`config.mk`:
```
export PLATFORM = sky130hd
export DESIGN_NAME = dns_response_answer_extractor_unit
export DESIGN_NICKNAME = d
export VERILOG_FILES = /design/src/design/drae_pkg.sv /design/src/design/drae_parser.sv /design/src/design/drae_out_queue.sv /design/src/design/dns_response_answer_extractor_unit.sv
export VERILOG_INCLUDE_DIRS = /design/src /design/src/design
export SDC_FILE = /design/constraint.sdc
export NUM_CORES = 1
export LEC_CHECK = 0
export CORE_MARGIN = 2
export CORE_UTILIZATION = 58
export DETAILED_ROUTE_END_ITERATION = 8
export DONT_BUFFER_PORTS = 1
export GPL_TIMING_DRIVEN = 0
export MAX_ROUTING_LAYER = met4
export PLACE_DENSITY_LB_ADDON = 0.25
export SYNTH_ARGS = -nofsm -noshare
export SYNTH_HDL_FRONTEND = slang
export SYNTH_SLANG_ARGS = --single-unit
```
`constraint.sdc`:
```
create_clock -name clock -period 4.05 [get_ports clock]
set_input_delay 0.2025 -clock clock [delete_from_list [all_inputs] [get_ports clock]]
set_output_delay 0.2025 -clock clock [all_outputs]
set_load 0.005 [all_outputs]
```
`src/design/assert_macros.svh`:
```
// Assertion helpers shared by the design files.
`ifndef ASSERT_MACROS_SVH
`define ASSERT_MACROS_SVH

// Property must hold at every rising edge outside reset.
`define ASSERT_CLK(label, clk, rst, prop, msg) \
   label: assert property (@(posedge clk) disable iff (rst) (prop)) else $error(msg);

// Condition must never be seen at a rising edge outside reset.
`define ASSERT_NEVER(label, clk, rst, cond, msg) \
   label: assert property (@(posedge clk) disable iff (rst) !(cond)) else $error(msg);

`endif

```
`src/design/drae_pkg.sv`:
```
package drae_pkg;

   // Final status codes
   typedef enum logic [2:0] {
      ST_OK      = 3'd0,
      ST_ID      = 3'd1,
      ST_RCODE   = 3'd2,
      ST_NOMATCH = 3'd3,
      ST_TRUNC   = 3'd4
   } drae_status_type;

   // Result item kinds
   localparam logic KIND_DATA   = 1'b0;
   localparam logic KIND_STATUS = 1'b1;

   // Result queue sizing
   localparam int QUEUE_DEPTH = 4;
   localparam int QPTR_W      = $clog2(QUEUE_DEPTH);
   localparam int QCNT_W      = $clog2(QUEUE_DEPTH + 1);

   // One result item
   typedef struct packed {
      logic            kind;
      logic [7:0]      answer_byte;
      drae_status_type status;
      logic [3:0]      server_rcode;
      logic [15:0]     answer_length;
   } drae_result_type;

   // Up to two results produced by one consumed byte, in order
   typedef struct packed {
      logic            first_vld;
      logic            second_vld;
      drae_result_type first;
      drae_result_type second;
   } drae_push_type;

endpackage

```
`src/design/drae_parser.sv`:
```
`include "assert_macros.svh"

module drae_parser
   import drae_pkg::*;
(
   input  logic          clock,
   input  logic          reset,
   input  logic          csr_wr_en,
   input  logic [15:0]   csr_wr_data,
   input  logic          consume,
   input  logic [7:0]    data_byte,
   input  logic          end_of_packet,
   output drae_push_type push
);

   typedef enum logic [3:0] {
      PH_HEADER = 4'd0,
      PH_QNAME  = 4'd1,
      PH_QLABEL = 4'd2,
      PH_QPTR   = 4'd3,
      PH_QFIXED = 4'd4,
      PH_ANAME  = 4'd5,
      PH_ALABEL = 4'd6,
      PH_APTR   = 4'd7,
      PH_AFIXED = 4'd8,
      PH_SKIP   = 4'd9,
      PH_EMIT   = 4'd10
   } phase_type;

   phase_type   phase_ff, phase_in;
   logic [3:0]  count_ff, count_in;
   logic [15:0] shift_ff, shift_in;
   logic [7:0]  label_ff, label_in;
   logic [15:0] answers_ff, answers_in;
   logic [15:0] wtype_ff, wtype_in;
   logic [15:0] wclass_ff, wclass_in;
   logic [15:0] rtype_ff, rtype_in;
   logic [15:0] rclass_ff, rclass_in;
   logic [15:0] rdata_ff, rdata_in;
   logic        finished_ff, finished_in;
   logic [15:0] expected_id_ff;

   logic            data_vld;
   logic            st_vld;
   drae_status_type st_code;
   logic [3:0]      st_rcode;
   logic [15:0]     st_len;
   drae_result_type data_item;
   drae_result_type st_item;

   // Per-byte parse step
   always_comb begin
      logic [15:0] shifted;
      logic [3:0]  cnt_inc;
      logic [15:0] ans_dec;
      logic [15:0] rd_dec;
      logic [7:0]  lab_dec;
      logic        is_q;

      shifted  = {shift_ff[7:0], data_byte};
      cnt_inc  = count_ff + 4'd1;
      ans_dec  = answers_ff - 16'd1;
      rd_dec   = rdata_ff - 16'd1;
      lab_dec  = label_ff - 8'd1;
      is_q     = (phase_ff == PH_QNAME) || (phase_ff == PH_QLABEL) || (phase_ff == PH_QPTR);

      phase_in   = phase_ff;
      count_in   = count_ff;
      shift_in   = shift_ff;
      label_in   = label_ff;
      answers_in = answers_ff;
      wtype_in   = wtype_ff;
      wclass_in  = wclass_ff;
      rtype_in   = rtype_ff;
      rclass_in  = rclass_ff;
      rdata_in   = rdata_ff;
      data_vld   = 1'b0;
      st_vld     = 1'b0;
      st_code    = ST_OK;
      st_rcode   = 4'd0;
      st_len     = 16'd0;

      if (!finished_ff) begin
         unique case (phase_ff) inside
            PH_HEADER: begin
               shift_in = shifted;
               count_in = cnt_inc;
               if (cnt_inc == 4'd2 && shifted != expected_id_ff) begin
                  st_vld  = 1'b1;
                  st_code = ST_ID;
               end else if (cnt_inc == 4'd4 && shifted[3:0] != 4'd0) begin
                  st_vld   = 1'b1;
                  st_code  = ST_RCODE;
                  st_rcode = shifted[3:0];
               end else if (cnt_inc == 4'd8) begin
                  answers_in = shifted;
               end else if (cnt_inc == 4'd12) begin
                  phase_in = PH_QNAME;
                  count_in = 4'd0;
               end
            end
            PH_QNAME, PH_ANAME: begin
               // zero ends the name, top bits set start a pointer
               if (data_byte == 8'd0) begin
                  phase_in = is_q ? PH_QFIXED : PH_AFIXED;
                  count_in = 4'd0;
               end else if (data_byte[7:6] == 2'b11) begin
                  phase_in = is_q ? PH_QPTR : PH_APTR;
               end else begin
                  label_in = data_byte;
                  phase_in = is_q ? PH_QLABEL : PH_ALABEL;
               end
            end
            PH_QLABEL, PH_ALABEL: begin
               label_in = lab_dec;
               if (lab_dec == 8'd0) phase_in = is_q ? PH_QNAME : PH_ANAME;
            end
            PH_QPTR, PH_APTR: begin
               phase_in = is_q ? PH_QFIXED : PH_AFIXED;
               count_in = 4'd0;
            end
            PH_QFIXED: begin
               shift_in = shifted;
               count_in = cnt_inc;
               if (cnt_inc == 4'd2) begin
                  wtype_in = shifted;
               end else if (cnt_inc == 4'd4) begin
                  wclass_in = shifted;
                  if (answers_ff == 16'd0) begin
                     st_vld  = 1'b1;
                     st_code = ST_NOMATCH;
                  end else begin
                     phase_in = PH_ANAME;
                  end
               end
            end
            PH_AFIXED: begin
               shift_in = shifted;
               count_in = cnt_inc;
               if (cnt_inc == 4'd2) begin
                  rtype_in = shifted;
               end else if (cnt_inc == 4'd4) begin
                  rclass_in = shifted;
               end else if (cnt_inc == 4'd10) begin
                  rdata_in = shifted;
                  if (rtype_ff == wtype_ff && rclass_ff == wclass_ff) begin
                     if (shifted == 16'd0) begin
                        st_vld  = 1'b1;
                        st_code = ST_OK;
                     end else begin
                        phase_in = PH_EMIT;
                     end
                  end else if (shifted == 16'd0) begin
                     // empty record: move on to the next one
                     answers_in = ans_dec;
                     if (ans_dec == 16'd0) begin
                        st_vld  = 1'b1;
                        st_code = ST_NOMATCH;
                     end else begin
                        phase_in = PH_ANAME;
                     end
                  end else begin
                     phase_in = PH_SKIP;
                  end
               end
            end
            PH_SKIP: begin
               rdata_in = rd_dec;
               if (rd_dec == 16'd0) begin
                  answers_in = ans_dec;
                  if (ans_dec == 16'd0) begin
                     st_vld  = 1'b1;
                     st_code = ST_NOMATCH;
                  end else begin
                     phase_in = PH_ANAME;
                  end
               end
            end
            PH_EMIT: begin
               data_vld = 1'b1;
               rdata_in = rd_dec;
               if (rd_dec == 16'd0) begin
                  st_vld  = 1'b1;
                  st_code = ST_OK;
                  st_len  = shift_ff;
               end
            end
            default: ;
         endcase
      end

      finished_in = finished_ff || st_vld;

      // packet end raises truncation if no final status came, then back to the header phase
      if (end_of_packet) begin
         if (!finished_in) begin
            st_vld  = 1'b1;
            st_code = ST_TRUNC;
         end
         phase_in    = PH_HEADER;
         count_in    = 4'd0;
         shift_in    = 16'd0;
         label_in    = 8'd0;
         answers_in  = 16'd0;
         wtype_in    = 16'd0;
         wclass_in   = 16'd0;
         rtype_in    = 16'd0;
         rclass_in   = 16'd0;
         rdata_in    = 16'd0;
         finished_in = 1'b0;
      end
   end

   // Result items
   always_comb begin
      data_item.kind          = KIND_DATA;
      data_item.answer_byte   = data_byte;
      data_item.status        = ST_OK;
      data_item.server_rcode  = 4'd0;
      data_item.answer_length = shift_ff;

      st_item.kind            = KIND_STATUS;
      st_item.answer_byte     = 8'd0;
      st_item.status          = st_code;
      st_item.server_rcode    = st_rcode;
      st_item.answer_length   = st_len;

      push.first_vld  = consume && (data_vld || st_vld);
      push.second_vld = consume && data_vld && st_vld;
      push.first      = data_vld ? data_item : st_item;
      push.second     = st_item;
   end

   // Parse state and identifier register
   always_ff @(posedge clock) begin
      if (reset) begin
         phase_ff       <= PH_HEADER;
         count_ff       <= 4'd0;
         shift_ff       <= 16'd0;
         label_ff       <= 8'd0;
         answers_ff     <= 16'd0;
         wtype_ff       <= 16'd0;
         wclass_ff      <= 16'd0;
         rtype_ff       <= 16'd0;
         rclass_ff      <= 16'd0;
         rdata_ff       <= 16'd0;
         finished_ff    <= 1'b0;
         expected_id_ff <= 16'd0;
      end else begin
         if (csr_wr_en) expected_id_ff <= csr_wr_data;
         if (consume) begin
            phase_ff    <= phase_in;
            count_ff    <= count_in;
            shift_ff    <= shift_in;
            label_ff    <= label_in;
            answers_ff  <= answers_in;
            wtype_ff    <= wtype_in;
            wclass_ff   <= wclass_in;
            rtype_ff    <= rtype_in;
            rclass_ff   <= rclass_in;
            rdata_ff    <= rdata_in;
            finished_ff <= finished_in;
         end
      end
   end

   `ASSERT_NEVER(a_quiet_when_done, clock, reset, finished_ff && push.first_vld, "result after final status")
   `ASSERT_CLK(a_pair_order, clock, reset, push.second_vld |-> (push.first_vld && push.first.kind == KIND_DATA && push.second.kind == KIND_STATUS), "bad result pair")
   `ASSERT_CLK(a_eop_clears, clock, reset, (consume && end_of_packet) |=> (phase_ff == PH_HEADER && !finished_ff), "packet end did not clear state")

endmodule

```
`src/design/drae_out_queue.sv`:
```
`include "assert_macros.svh"

module drae_out_queue
   import drae_pkg::*;
(
   input  logic            clock,
   input  logic            reset,
   input  drae_push_type   push,
   output logic            room,
   output logic            out_valid,
   input  logic            out_ready,
   output drae_result_type out_item
);

   drae_result_type entries [QUEUE_DEPTH];
   logic [QPTR_W-1:0] wr_ptr_ff, wr_ptr_in;
   logic [QPTR_W-1:0] rd_ptr_ff, rd_ptr_in;
   logic [QCNT_W-1:0] count_ff, count_in;
   logic [1:0]        push_n;
   logic              pop;

   // Room for a full pair of results, judged before this cycle's pop
   assign room      = count_ff <= QCNT_W'(QUEUE_DEPTH - 2);
   assign out_valid = count_ff != '0;
   assign out_item  = entries[rd_ptr_ff];
   assign pop       = out_valid && out_ready;
   assign push_n    = {1'b0, push.first_vld} + {1'b0, push.second_vld};

   always_comb begin
      wr_ptr_in = wr_ptr_ff + QPTR_W'(push_n);
      rd_ptr_in = rd_ptr_ff + QPTR_W'(pop);
      count_in  = count_ff + QCNT_W'(push_n) - QCNT_W'(pop);
   end

   // Pointers and fill level
   always_ff @(posedge clock) begin
      if (reset) begin
         wr_ptr_ff <= '0;
         rd_ptr_ff <= '0;
         count_ff  <= '0;
      end else begin
         wr_ptr_ff <= wr_ptr_in;
         rd_ptr_ff <= rd_ptr_in;
         count_ff  <= count_in;
      end
   end

   // Entry storage
   always_ff @(posedge clock) begin
      if (push.first_vld) entries[wr_ptr_ff] <= push.first;
      if (push.second_vld) entries[wr_ptr_ff + QPTR_W'(1)] <= push.second;
   end

   `ASSERT_NEVER(a_no_overflow, clock, reset, count_ff > QCNT_W'(QUEUE_DEPTH), "result queue overflow")
   `ASSERT_NEVER(a_push_needs_room, clock, reset, push.first_vld && !room, "push without room")
   `ASSERT_CLK(a_level_tracks, clock, reset, (!push.first_vld && pop) |=> (count_ff == $past(count_ff) - QCNT_W'(1)), "fill level lost a pop")

endmodule

```
`src/design/dns_response_answer_extractor_unit.sv`:
```
// DNS response answer extractor.
// req_*: one message byte per transfer in wire order, tlast on the final byte.
// rsp_*: result items; tuser 0 is an RDATA byte of the first answer record
//   whose type and class match the question, tuser 1 (with tlast) is the
//   final status of the packet. A byte gives zero, one or two results.
// csr_*: write of the expected transaction ID; write it only while idle, the block does not enforce this.
// A byte taken into the input register is parsed from there when the queue
//   has room, and its results are written into the result queue.
// Throughput: one byte per cycle while the queue has room, set by the
//   combinational parse step between the input register and a four-entry result
//   queue; a byte is parsed only when two queue entries are free, and a byte
//   with two results leaves the queue as two transfers.
// Reset clears the parse state, the ID register, the input register and the
//   queue. When the receiver stalls the queue fills and req_tready drops
//   after the input register is occupied; nothing is lost.
module dns_response_answer_extractor_unit
   import drae_pkg::*;
(
   input  logic        clock,
   input  logic        reset,
   input  logic        csr_wr_en,
   input  logic [15:0] csr_wr_data,
   input  logic        req_tvalid,
   output logic        req_tready,
   input  logic [7:0]  req_tdata,   // [7:0] data_byte
   input  logic        req_tlast,   // end_of_packet
   output logic        rsp_tvalid,
   input  logic        rsp_tready,
   output logic [31:0] rsp_tdata,   // [7:0] answer_byte, [10:8] status,
                                    // [14:11] server_rcode, [30:15] answer_length
   output logic        rsp_tuser,   // kind
   output logic        rsp_tlast    // last
);

   logic            in_vld_ff, in_vld_in;
   logic [7:0]      in_byte_ff;
   logic            in_eop_ff;
   logic            room;
   logic            consume;
   logic            take;
   drae_push_type   push;
   drae_result_type out_item;

   // Input register
   assign consume    = in_vld_ff && room;
   assign req_tready = !in_vld_ff || consume;
   assign take       = req_tvalid && req_tready;
   assign in_vld_in  = take || (in_vld_ff && !consume);

   always_ff @(posedge clock) begin
      if (reset) begin
         in_vld_ff <= 1'b0;
      end else begin
         in_vld_ff <= in_vld_in;
      end
   end

   always_ff @(posedge clock) begin
      if (take) begin
         in_byte_ff <= req_tdata;
         in_eop_ff  <= req_tlast;
      end
   end

   drae_parser u_parser (
      .clock         (clock),
      .reset         (reset),
      .csr_wr_en     (csr_wr_en),
      .csr_wr_data   (csr_wr_data),
      .consume       (consume),
      .data_byte     (in_byte_ff),
      .end_of_packet (in_eop_ff),
      .push          (push)
   );

   drae_out_queue u_queue (
      .clock     (clock),
      .reset     (reset),
      .push      (push),
      .room      (room),
      .out_valid (rsp_tvalid),
      .out_ready (rsp_tready),
      .out_item  (out_item)
   );

   // Result packing
   assign rsp_tdata = {1'b0, out_item.answer_length, out_item.server_rcode,
                       out_item.status, out_item.answer_byte};
   assign rsp_tuser = out_item.kind;
   assign rsp_tlast = out_item.kind;

endmodule

```
==> metrics.yaml, run 1 <==
ys_top_cells_by_area: "dfxtp_1 (25%), edfxtp_1 (20%), mux2i_1 (6.8%)"
drv_cap: 0
finish.utilization: 0.678
die_h_um: 164
cp-start-kind: "flip-flop"
hold_end: "u_queue.rd_ptr_ff[0]"
fin_worst_skew_ps: 13.3
netlist_area_um2: 14900
postSynthAreaPerCell_um2: 9.77
globalplace.congestion: 0.986
dp.final_hpwl_mm: 29.2
end_kind: "flip-flop"
drt-initial-drc-count: 1278
fmax_mhz: 250
vdd_drop_max_mv: 0.412
synth.ff_latch_count: 290
synth_top_family_by_area: "simple AND/OR/NAND/NOR gates"
synth_edf_count: 101
slew_headroom: 0.344
min_from: "rsp_tready"
synth_fp_nets: 1574
hold_path_class: "primary input to flip-flop"
cts_tree: "done"
setup_viol_count_final: 0
start_util: 0.591
r2r_setup_slack_ps: 50
p_leak_nw: 5.84
seq_area_um2: 6830
synth_compound_area_frac: 0.150
hold_depth: 3
crit_type: "flip-flop to flip-flop"
drc: 0
dieWidth_um: 164
syn2layout_area_growth_pct: 14.7
timing.final.crit_share: 0.987
ys_seq_area_frac: 0.457
slew_violations: 0
rows: 58
async_flop_share: 0
yosysMostFrequentCell: "nor2_1"
cts_buffer_depth: 3
cp_max_fo: 10
grt_usage: 0.336
grt_setup_unrepaired: "yes"
r2r_cells: 15
avgViaCountPerCell: 6.48
numPortBuffers: 0
reg2reg_from: "u_parser.shift_ff[0]"
h-tree-depth: 1
crit_required_ps: 4470
cts_root_buffer: "clkbuf_16"
dpl.cell_count: 1858
firstDrtPassIters: 6
synth_cells: 1528
status: "finished clean"
multi_input_area_um2: 7740
fillerInstances: 1933
setup_ws_ps: 54.2
num_io_pins: 66
hold_viol: 0
insertion_delay_ps: 560
yosysTopAreaCellShare: 0.254
crit_start: "u_parser.shift_ff[0]"
grt_remaining_overflow: 0
routedWlPerCell_um: 22.6
synth.distinct_cells: 82
grt_max_degree: 24
grt_pass1_wl_mm: 68.0
numClockSinks: 290
cp.arrival_ps: 4420
yosys.area_share.simple: 0.178
synthMuxAreaShare: 0.117
synth-xor-area-share: 0.0446
tightest_slew_ps: 981
ys_top_cells_by_count: "nor2_1 (200), dfxtp_1 (189), mux2i_1 (102)"
p_per_area_nw_per_um2: 439
yosys.area_share.adder: 0.0139
numCtsBuffers: 30
pre_cts_slack_ps: -1010
fin_cells: 1969
dieArea_um2: 27000
antenna_found_initial: 1
core_area_um2: 25300
clk_pin_slew_ps: 60
r2r_end: "u_queue.count_ff[2]"
synthFlopType: "dfxtp_1"
ant_nets: 0
finalCriticalPeriod_ps: 4000
num_vias: 12800
fin_nets: 1661
yosysTopAreaCell: "dfxtp_1"
drive_gt1_frac: 0.127
grt_pass1_vias: 11900
yosysWarnings: 0
drt-total-wl_mm: 44.5
[flip-flops by register name, indices dropped and copies added (netlist names), 8 cells and up]
signal	flops
u_parser.shift_ff	16
u_queue.entries	128
in_byte_ff	8
u_parser.expected_id_ff	16
u_parser.answers_ff	16
u_parser.rtype_ff	16
u_parser.rclass_ff	16
u_parser.rdata_ff	16
u_parser.wtype_ff	16
u_parser.label_ff	8
u_parser.wclass_ff	16
[layout make-up]
| type | instances | area share |
|---|---|---|
| diodes | 1 | 0.000146 |
| plain buffers | 112 | 0.0283 |
| clock buffers | 42 | 0.0506 |
| clock inverters | 13 | 0.00928 |
| inverters | 24 | 0.00526 |
| multi-input cells | 1096 | 0.452 |
| flip-flops and latches | 290 | 0.399 |
| well taps | 330 | 0.0241 |
| repair buffers | 61 | 0.0313 |
[metrics by stage]
stage | area [µm²] | hold slack [ps] | power (W) | TNS, ps
final | 17100 | 108 | 0.00751 | 0
after global routing | 17100 | 125 | 0.00774 | -40.6
after CTS | 17000 | 89.3 | 0.00747 | 0
after detailed placement | 15300 | 301 | 0.00459 | -52790
after global placement | 15300 | 301 | 0.00457 | -61890
after floorplan | 14900 | 301 | 0.00423 | 0
[cells in the final DEF, fill, tap and decap left out, types with 27 or more instances in the layout]
master and count:
nor3_1 33, nand2_1 100, mux2i_1 102, dfxtp_1 180, o21ai_0 87, buf_4 36
nand4_1 27, clkbuf_1 95, xnor2_1 48, mux4_2 32, nor2_1 199, a21oi_1 92
clkbuf_16 30, a211oi_1 50, nand3b_1 36, edfxtp_1 101
[layer usage]
metal | vias to the layer above | share of wire | global-route usage
met5 | - | 0 | -
met4 | 0 | 0.042 | 0.128
met3 | 134 | 0.094 | 0.0465
met2 | 684 | 0.47 | 0.539
met1 | 6164 | 0.40 | 0.438
li1 | 5777 | - | -
[power breakdown]
part / leakage [nW] / switching [W] / internal [W]
sequential: 2.42 / 0.0000964 / 0.00310
combinational: 2.92 / 0.000872 / 0.000598
clock: 0.499 / 0.00116 / 0.00168
[timing repair]
action | in CTS | in global routing
setup buffers | 26 | 9
endpoints found under the hold margin | 26 | 0
pin swaps | 8 | 12
setup endpoints to repair | 135 | 94
hold buffers | 26 | 0
gates resized for setup | 37 | 22
[worst max-delay path by stage]
stage,endpoint,slack (ps),depth (start not counted)
CTS,u_queue.count_ff[2],7,19
detailed placement,u_queue.count_ff[2],-1010,16
finish,u_queue.count_ff[2],50,15
global placement,u_queue.count_ff[2],-980,16
global route,u_queue.count_ff[2],-40,17
floorplan,u_queue.count_ff[2],170,19
[critical path: stages (launching register included)]
cell,delay [ps]
dfxtp_1,690
xor2_1,130
nor4_1,300
nand4_1,370
a21oi_2,390
nand2_1,200
o21ai_4,280
clkbuf_8,250
nor2_4,60
ha_4,160
inv_1,90
ha_1,250
fa_2,350
xnor2_2,150
xnor2_1,130
nor2_1,50
[kinds of logic after synthesis]
kind of cell | count (synthesis)
AND/OR/NAND/NOR | 531
multiplexers | 135
adder cells (fa/ha/maj) | 16
other | 1
XOR/XNOR | 76
flip-flops | 290
AO/OA/AOI/OAI | 337
buffers and inverters | 142
Note: power is estimated with default switching activity, not from simulation.
==> run 2, diff against run 1 <==
CELL_PAD_IN_SITES_DETAIL_PLACEMENT = 1   (was not set)
CELL_PAD_IN_SITES_GLOBAL_PLACEMENT = 1   (was not set)
CORE_UTILIZATION = 46   (was 58)
==> run 2 against run 1 <==
Combinational power up 5%. Total power up 6.2%. Clock skew up 1.5 ps. Hold slack better by 58 ps. Routed wire length up 13%. Register-to-register slack about the same. Sequential power about the same. Critical path depth up 3. Cell count up 3.9%. Via count up 0.94%. Cell area up 1.3%. Flip-flop and latch count unchanged. Highest routed layer unchanged.
==> metrics.yaml, run 2 (same netlist as run 1, synthesis figures left out) <==
pwr-share-comb: 0.193  # -0.003
setup_ws_ps: 48.4  # -5.76 ps
drt-total-wl_mm: 50.5  # +13%
dieWidth_um: 184  # +12%
hold_path_class: "primary input to flip-flop"
numPortBuffers: 0  # unchanged
cp_max_fo: 10  # unchanged
avgViaCountPerCell: 6.29  # -2.9%
grt_pass1_wl_mm: 78.3  # +15%
slowest_stage: "fa_2"
routedWlPerCell_um: 24.7  # +9.0%
dp.final_hpwl_mm: 32.8  # +12%
slew_violations: 0  # unchanged
insertion_delay_ps: 520  # -40 ps
fin_area_um2: 17300  # +1.3%
switching_share: 0.287  # +0.00281
cp-start-kind: "flip-flop"
grt_pass1_vias: 13300  # +11%
cp.arrival_ps: 4370  # -50 ps
fin_cells: 2046  # +3.9%
pre_cts_slack_ps: -1200  # -191 ps
syn2layout_area_growth_pct: 16.2
vdd_drop_max_mv: 0.274  # -33%
end_kind: "flip-flop"
cp_common_cell: "ha_4"
setup_viol_count_final: 0  # unchanged
die_h_um: 184  # +12%
p_per_area_nw_per_um2: 460  # +4.8%
drv_cap: 0  # unchanged
finalCriticalPeriod_ps: 4000  # +5.76 ps
regMostFlops: "u_queue.entries"
largest_reg_flops: 128  # unchanged
drive_gt1_frac: 0.130  # +0.00274
grt_usage: 0.307  # -0.0295
timing.final.crit_share: 0.988  # +0.00142
numCtsBuffers: 34  # +13%
clk_pin_slew_ps: 60  # about the same
num_io_pins: 66  # unchanged
numClockSinks: 290  # unchanged
dieArea_um2: 33900  # +25%
globalplace.congestion: 0.950  # -3.7%
place_area_um2: 15400  # +0.59%
drc: 0  # unchanged
core_area_um2: 31700  # +26%
cts_tree: "done"
firstDrtPassIters: 7  # +1
start_util: 0.470  # -0.120
finish.utilization: 0.547  # -0.131
power_frac_seq: 0.401  # -0.025
hold_viol: 0  # unchanged
rows: 65  # +12%
fmax_mhz: 250  # -0.14%
dpl.cell_count: 1930  # +3.9%
clock_power_share: 0.406  # +0.027
fillerInstances: 3507  # +81%
fin_worst_skew_ps: 14.8  # +1.53 ps
fin_nets: 1663  # +0.12%
mostFrequentLayoutCells: "nor2_1 (198), dfxtp_1 (177), mux2i_1 (102), edfxtp_1 (101), nand2_1 (100)"
switchingPower_w: 0.00229  # +7.3%
status: "finished clean"
slew_headroom: 0.306  # -0.0383
p_leak_nw: 5.91  # +1.3%
grt_max_degree: 24  # unchanged
crit_type: "flip-flop to flip-flop"
crit_chain: "buf_2, nor4_4, nand4_4, buf_4, or3_1, nand3_2, or3_4, o311ai_4, buf_6, or2_4, o21a_1, ha_4, inv_2, ha_4, fa_2, xnor2_2, xnor2_1, nor2_1"
ant_nets: 0  # unchanged
cts_root_buffer: "clkbuf_16"
grt_remaining_overflow: 0  # unchanged
tightest_slew_ps: 1030  # +51.6 ps
timing.setup.tns_ps: 0  # unchanged
slowest_delay_ps: 410  # -280 ps
intPower_w: 0.00569  # +5.8%
crit_required_ps: 4420  # -50 ps
final_common_cell: "nor2_1"
num_vias: 12900  # +0.94%
h-tree-depth: 2  # +1
antenna_found_initial: 1  # unchanged
cts_buffer_depth: 3  # unchanged
grt_setup_unrepaired: "yes"
drt-initial-drc-count: 958  # -25%
run 2: worst max-delay path, delay by kind of cell (launching register included):
family | cells | cell delay (ps)
AND/OR/NAND/NOR | 7 | 1530
adder cells (fa/ha/maj) | 3 | 790
buffers and inverters | 4 | 610
AO/OA/AOI/OAI | 2 | 340
flip-flops | 1 | 300
XOR/XNOR | 2 | 280
run 2: through the flow:
stage | power (W) | hold slack, ps
6_report | 0.00797 | 166
5_1_grt | 0.00824 | 179
4_1_cts | 0.00794 | 132
3_5_place_dp | 0.00464 | 301
3_3_place_gp | 0.00460 | 301
2_1_floorplan | 0.00423 | 301
run 2: worst paths after layout:
kind / startpoint / end / slack [ps] / cells after the start
setup reg to reg: u_parser.rdata_ff[6] / u_queue.count_ff[2] / 50 / 18
hold / removal: req_tvalid / in_byte_ff[4] / 170 / 1
setup / recovery: u_parser.rdata_ff[6] / u_queue.count_ff[2] / 50 / 18
hold reg to reg: u_queue.entries[0][31] / u_queue.entries[0][31] / 480 / 2
run 2: layout make-up:
cell class	instances	area, µm²	share of cell area
plain buffers	112	484	0.0279
multi-input cells	1096	7750	0.447
repair buffers	59	505	0.0291
flip-flops and latches	290	6830	0.394
diodes	2	5.00	0.000289
clock buffers	47	991	0.0571
well taps	402	503	0.0290
clock inverters	14	184	0.0106
inverters	24	90.1	0.00519
run 2: what timing repair did:
item,CTS,global route
gates resized for setup,42,22
buffers inserted,28,5
setup endpoints to repair,147,94
endpoints found under the hold margin,26,0
cloned,0,0
hold buffers,26,0
pin swaps,13,14
run 2: power groups by stage:
stage	logic, W	registers, W	clock network (W)
3_3_place_gp	0.00135	0.00325	0
5_1_grt	0.00166	0.00320	0.00338
4_1_cts	0.00148	0.00319	0.00327
3_5_place_dp	0.00139	0.00326	0
2_1_floorplan	0.00101	0.00321	0
6_report	0.00154	0.00320	0.00324
run 2: per-layer routing:
layer,global-route usage,up-vias,share of wire
li1,-,5791,-
met1,0.394,6549,0.43
met2,0.504,427,0.48
met3,0.0437,112,0.059
met4,0.0938,0,0.029
met5,-,-,0
==> run 3, diff against run 2 <==
CORE_UTILIZATION = 51   (was 46)
clock period = 3.8 ns   (was 4.05 ns; I/O delays follow)
==> run 3 against run 2 <==
The flow now finishes with violations (setup timing). Cell area grew 2.2%. Routed wire length grew 13%. First-iteration DRC count grew 20%. Clock skew grew 10 ps. Flip-flop and latch count is the same. Critical endpoint unchanged. Highest routed layer unchanged.
==> metrics.yaml, run 3 (same netlist as run 1, synthesis figures left out) <==
seq_area_um2: 6840  # +0.11%
routedWlPerCell_um: 27.7  # +12%
fin_nets: 1686  # +1.4%
globalplace.congestion: 0.976  # +2.7%
violations: "setup timing"
status: "finished, violations left"
fmax_mhz: 257  # +3.0%
numCtsBuffers: 35  # +2.9%
crit_chain: "nor3_4, nand3_1, o21a_1, or2_1, nand4_1, o311ai_4, or2_4, o21a_1, ha_4, inv_2, ha_4, fa_2, xnor2_2, xnor2_1, nor2_1"
cp.arrival_ps: 4260  # -110 ps
hold_depth: 1  # unchanged
antenna_found_initial: 0  # -1
num_vias: 13500  # +4.7%
h-tree-depth: 2  # unchanged
timing.setup.tns_ps: -86.4  # -86.4 ps
r2r_end: "u_queue.count_ff[2]"
cp_max_fo: 9  # -1
finalCriticalPeriod_ps: 3890  # -115 ps
fin_worst_skew_ps: 25.2  # +10.4 ps
slew_violations: 0  # unchanged
regMostFlops: "u_queue.entries"
diodes: 0  # -2
num_io_pins: 66  # unchanged
grt_max_degree: 24  # unchanged
pre_cts_slack_ps: -1440  # -245 ps
start_util: 0.519  # +0.0480
hold_end: "in_byte_ff[6]"
slowest_stage: "nor3_4"
p_per_area_nw_per_um2: 489  # +6.3%
syn2layout_area_growth_pct: 18.7
grt_setup_unrepaired: "yes"
largest_reg_flops: 128  # unchanged
fin_area_um2: 17700  # +2.2%
slowest_delay_ps: 420  # about the same
grt_remaining_overflow: 0  # unchanged
cts_tree: "done"
hold_viol: 0  # unchanged
cts_root_buffer: "clkbuf_16"
die_h_um: 175  # -4.9%
finish.utilization: 0.616  # +0.0688
tightest_slew_ps: 1100  # +69.3 ps
end_kind: "flip-flop"
r2r_cells: 15  # -3
vdd_drop_max_mv: 0.354  # +29%
dieArea_um2: 30600  # -9.6%
rows: 62  # -4.6%
hold_path_class: "primary input to flip-flop"
grt_usage: 0.365  # +0.0581
grt_pass1_wl_mm: 83.2  # +6.3%
dieWidth_um: 175  # -4.9%
min_from: "req_tvalid"
grt_pass1_vias: 13900  # +4.6%
cp-start-kind: "flip-flop"
setup_ws_ps: -86.4  # -135 ps
setup_viol_count_final: 1  # +1
insertion_delay_ps: 530  # about the same
drt-initial-drc-count: 1148  # +20%
cts_buffer_depth: 3  # unchanged
crit_type: "flip-flop to flip-flop"
ant_nets: 0  # unchanged
core_area_um2: 28800  # -9.3%
final_common_cell: "nor2_1"
avgViaCountPerCell: 6.58  # +4.5%
mostFrequentLayoutCells: "nor2_1 (196), dfxtp_1 (175), mux2i_1 (102), clkbuf_1 (101), edfxtp_1 (101)"
crit_required_ps: 4180  # -240 ps
drt-total-wl_mm: 56.8  # +13%
fillerInstances: 3118  # -11%
firstDrtPassIters: 6  # -1
clk_pin_slew_ps: 60  # about the same
dp.final_hpwl_mm: 35.0  # +6.7%
numPortBuffers: 0  # unchanged
multi_input_area_um2: 7910  # +2.1%
drc: 0  # unchanged
timing.final.crit_share: 1.02  # +0.0347
drv_cap: 0  # unchanged
numClockSinks: 290  # unchanged
slew_headroom: 0.263  # -0.0425
reg2reg_from: "u_parser.answers_ff[8]"
r2r_setup_slack_ps: -90  # -130 ps
place_area_um2: 15400  # about the same
p_leak_nw: 6.09  # +3.0%
drive_gt1_frac: 0.152  # +0.0226
run 3: changes by cell type in the layout (fill, tap and decap cells not counted), moves of 3 or more:
cell,delta
nor4_1,-4
clkinv_2,-3
a21o_4,+3
clkinv_1,-4
a21o_2,-3
nor4_4,+3
buf_12,+4
buf_4,+20
clkbuf_1,+6
run 3: layout make-up:
cell class	count	share of cell area
clock inverters	8	0.00763
repair buffers	82	0.0412
flip-flops and latches	290	0.386
clock buffers	56	0.0590
multi-input cells	1096	0.447
plain buffers	111	0.0271
well taps	384	0.0271
inverters	24	0.00508
run 3: repair_timing:
action	4_1_cts	5_1_grt
hold endpoints to repair	26	0
setup endpoints to repair	190	79
buffers inserted	28	28
hold buffers	26	0
pin swaps	12	27
gates resized for setup	51	50
run 3: through the flow:
step                std cells  hold slack, ps  total power [W]
finish                   2051             142          0.00866
global route             2051             165          0.00888
CTS                      2024             149          0.00848
detailed placement       1912             289          0.00497
global placement         1912             289          0.00490
floorplan                1528             289          0.00451
run 3: worst max-delay path: cells and delay by family (launching register included):
family          cells  cell delay [ps]
compound gates      3              630
fa+ha+maj           3              770
buf+inv             1               90
xor+xnor            2              340
simple gates        6             1530
flops               1              370
run 3: layer usage:
layer / wire length (µm) / track usage / up-vias / part of all wire
met4: 2850 / 0.160 / 0 / 0.050
met5: 0 / - / - / 0
li1: - / - / 5816 / -
met3: 3900 / 0.0455 / 198 / 0.069
met2: 27900 / 0.614 / 667 / 0.49
met1: 22100 / 0.442 / 6808 / 0.39
run 3: how the worst max path moves through the flow:
stage / from / to / cells past startpoint
2_1_floorplan: u_parser.answers_ff[1] / u_queue.count_ff[2] / 19
3_3_place_gp: in_byte_ff[1] / u_queue.count_ff[2] / 16
3_5_place_dp: in_byte_ff[1] / u_queue.count_ff[2] / 16
4_1_cts: u_parser.rdata_ff[1] / u_queue.count_ff[2] / 18
5_1_grt: u_parser.answers_ff[8] / u_queue.count_ff[2] / 15
6_report: u_parser.answers_ff[8] / u_queue.count_ff[2] / 15
run 3: report_power, final:
| group | leakage, nW | switching, W | internal [W] | total (W) |
|---|---|---|---|---|
| Clock | 0.567 | 0.00138 | 0.00210 | 0.00348 |
| Sequential | 2.42 | 0.000122 | 0.00330 | 0.00343 |
| Combinational | 3.11 | 0.00106 | 0.000693 | 0.00175 |
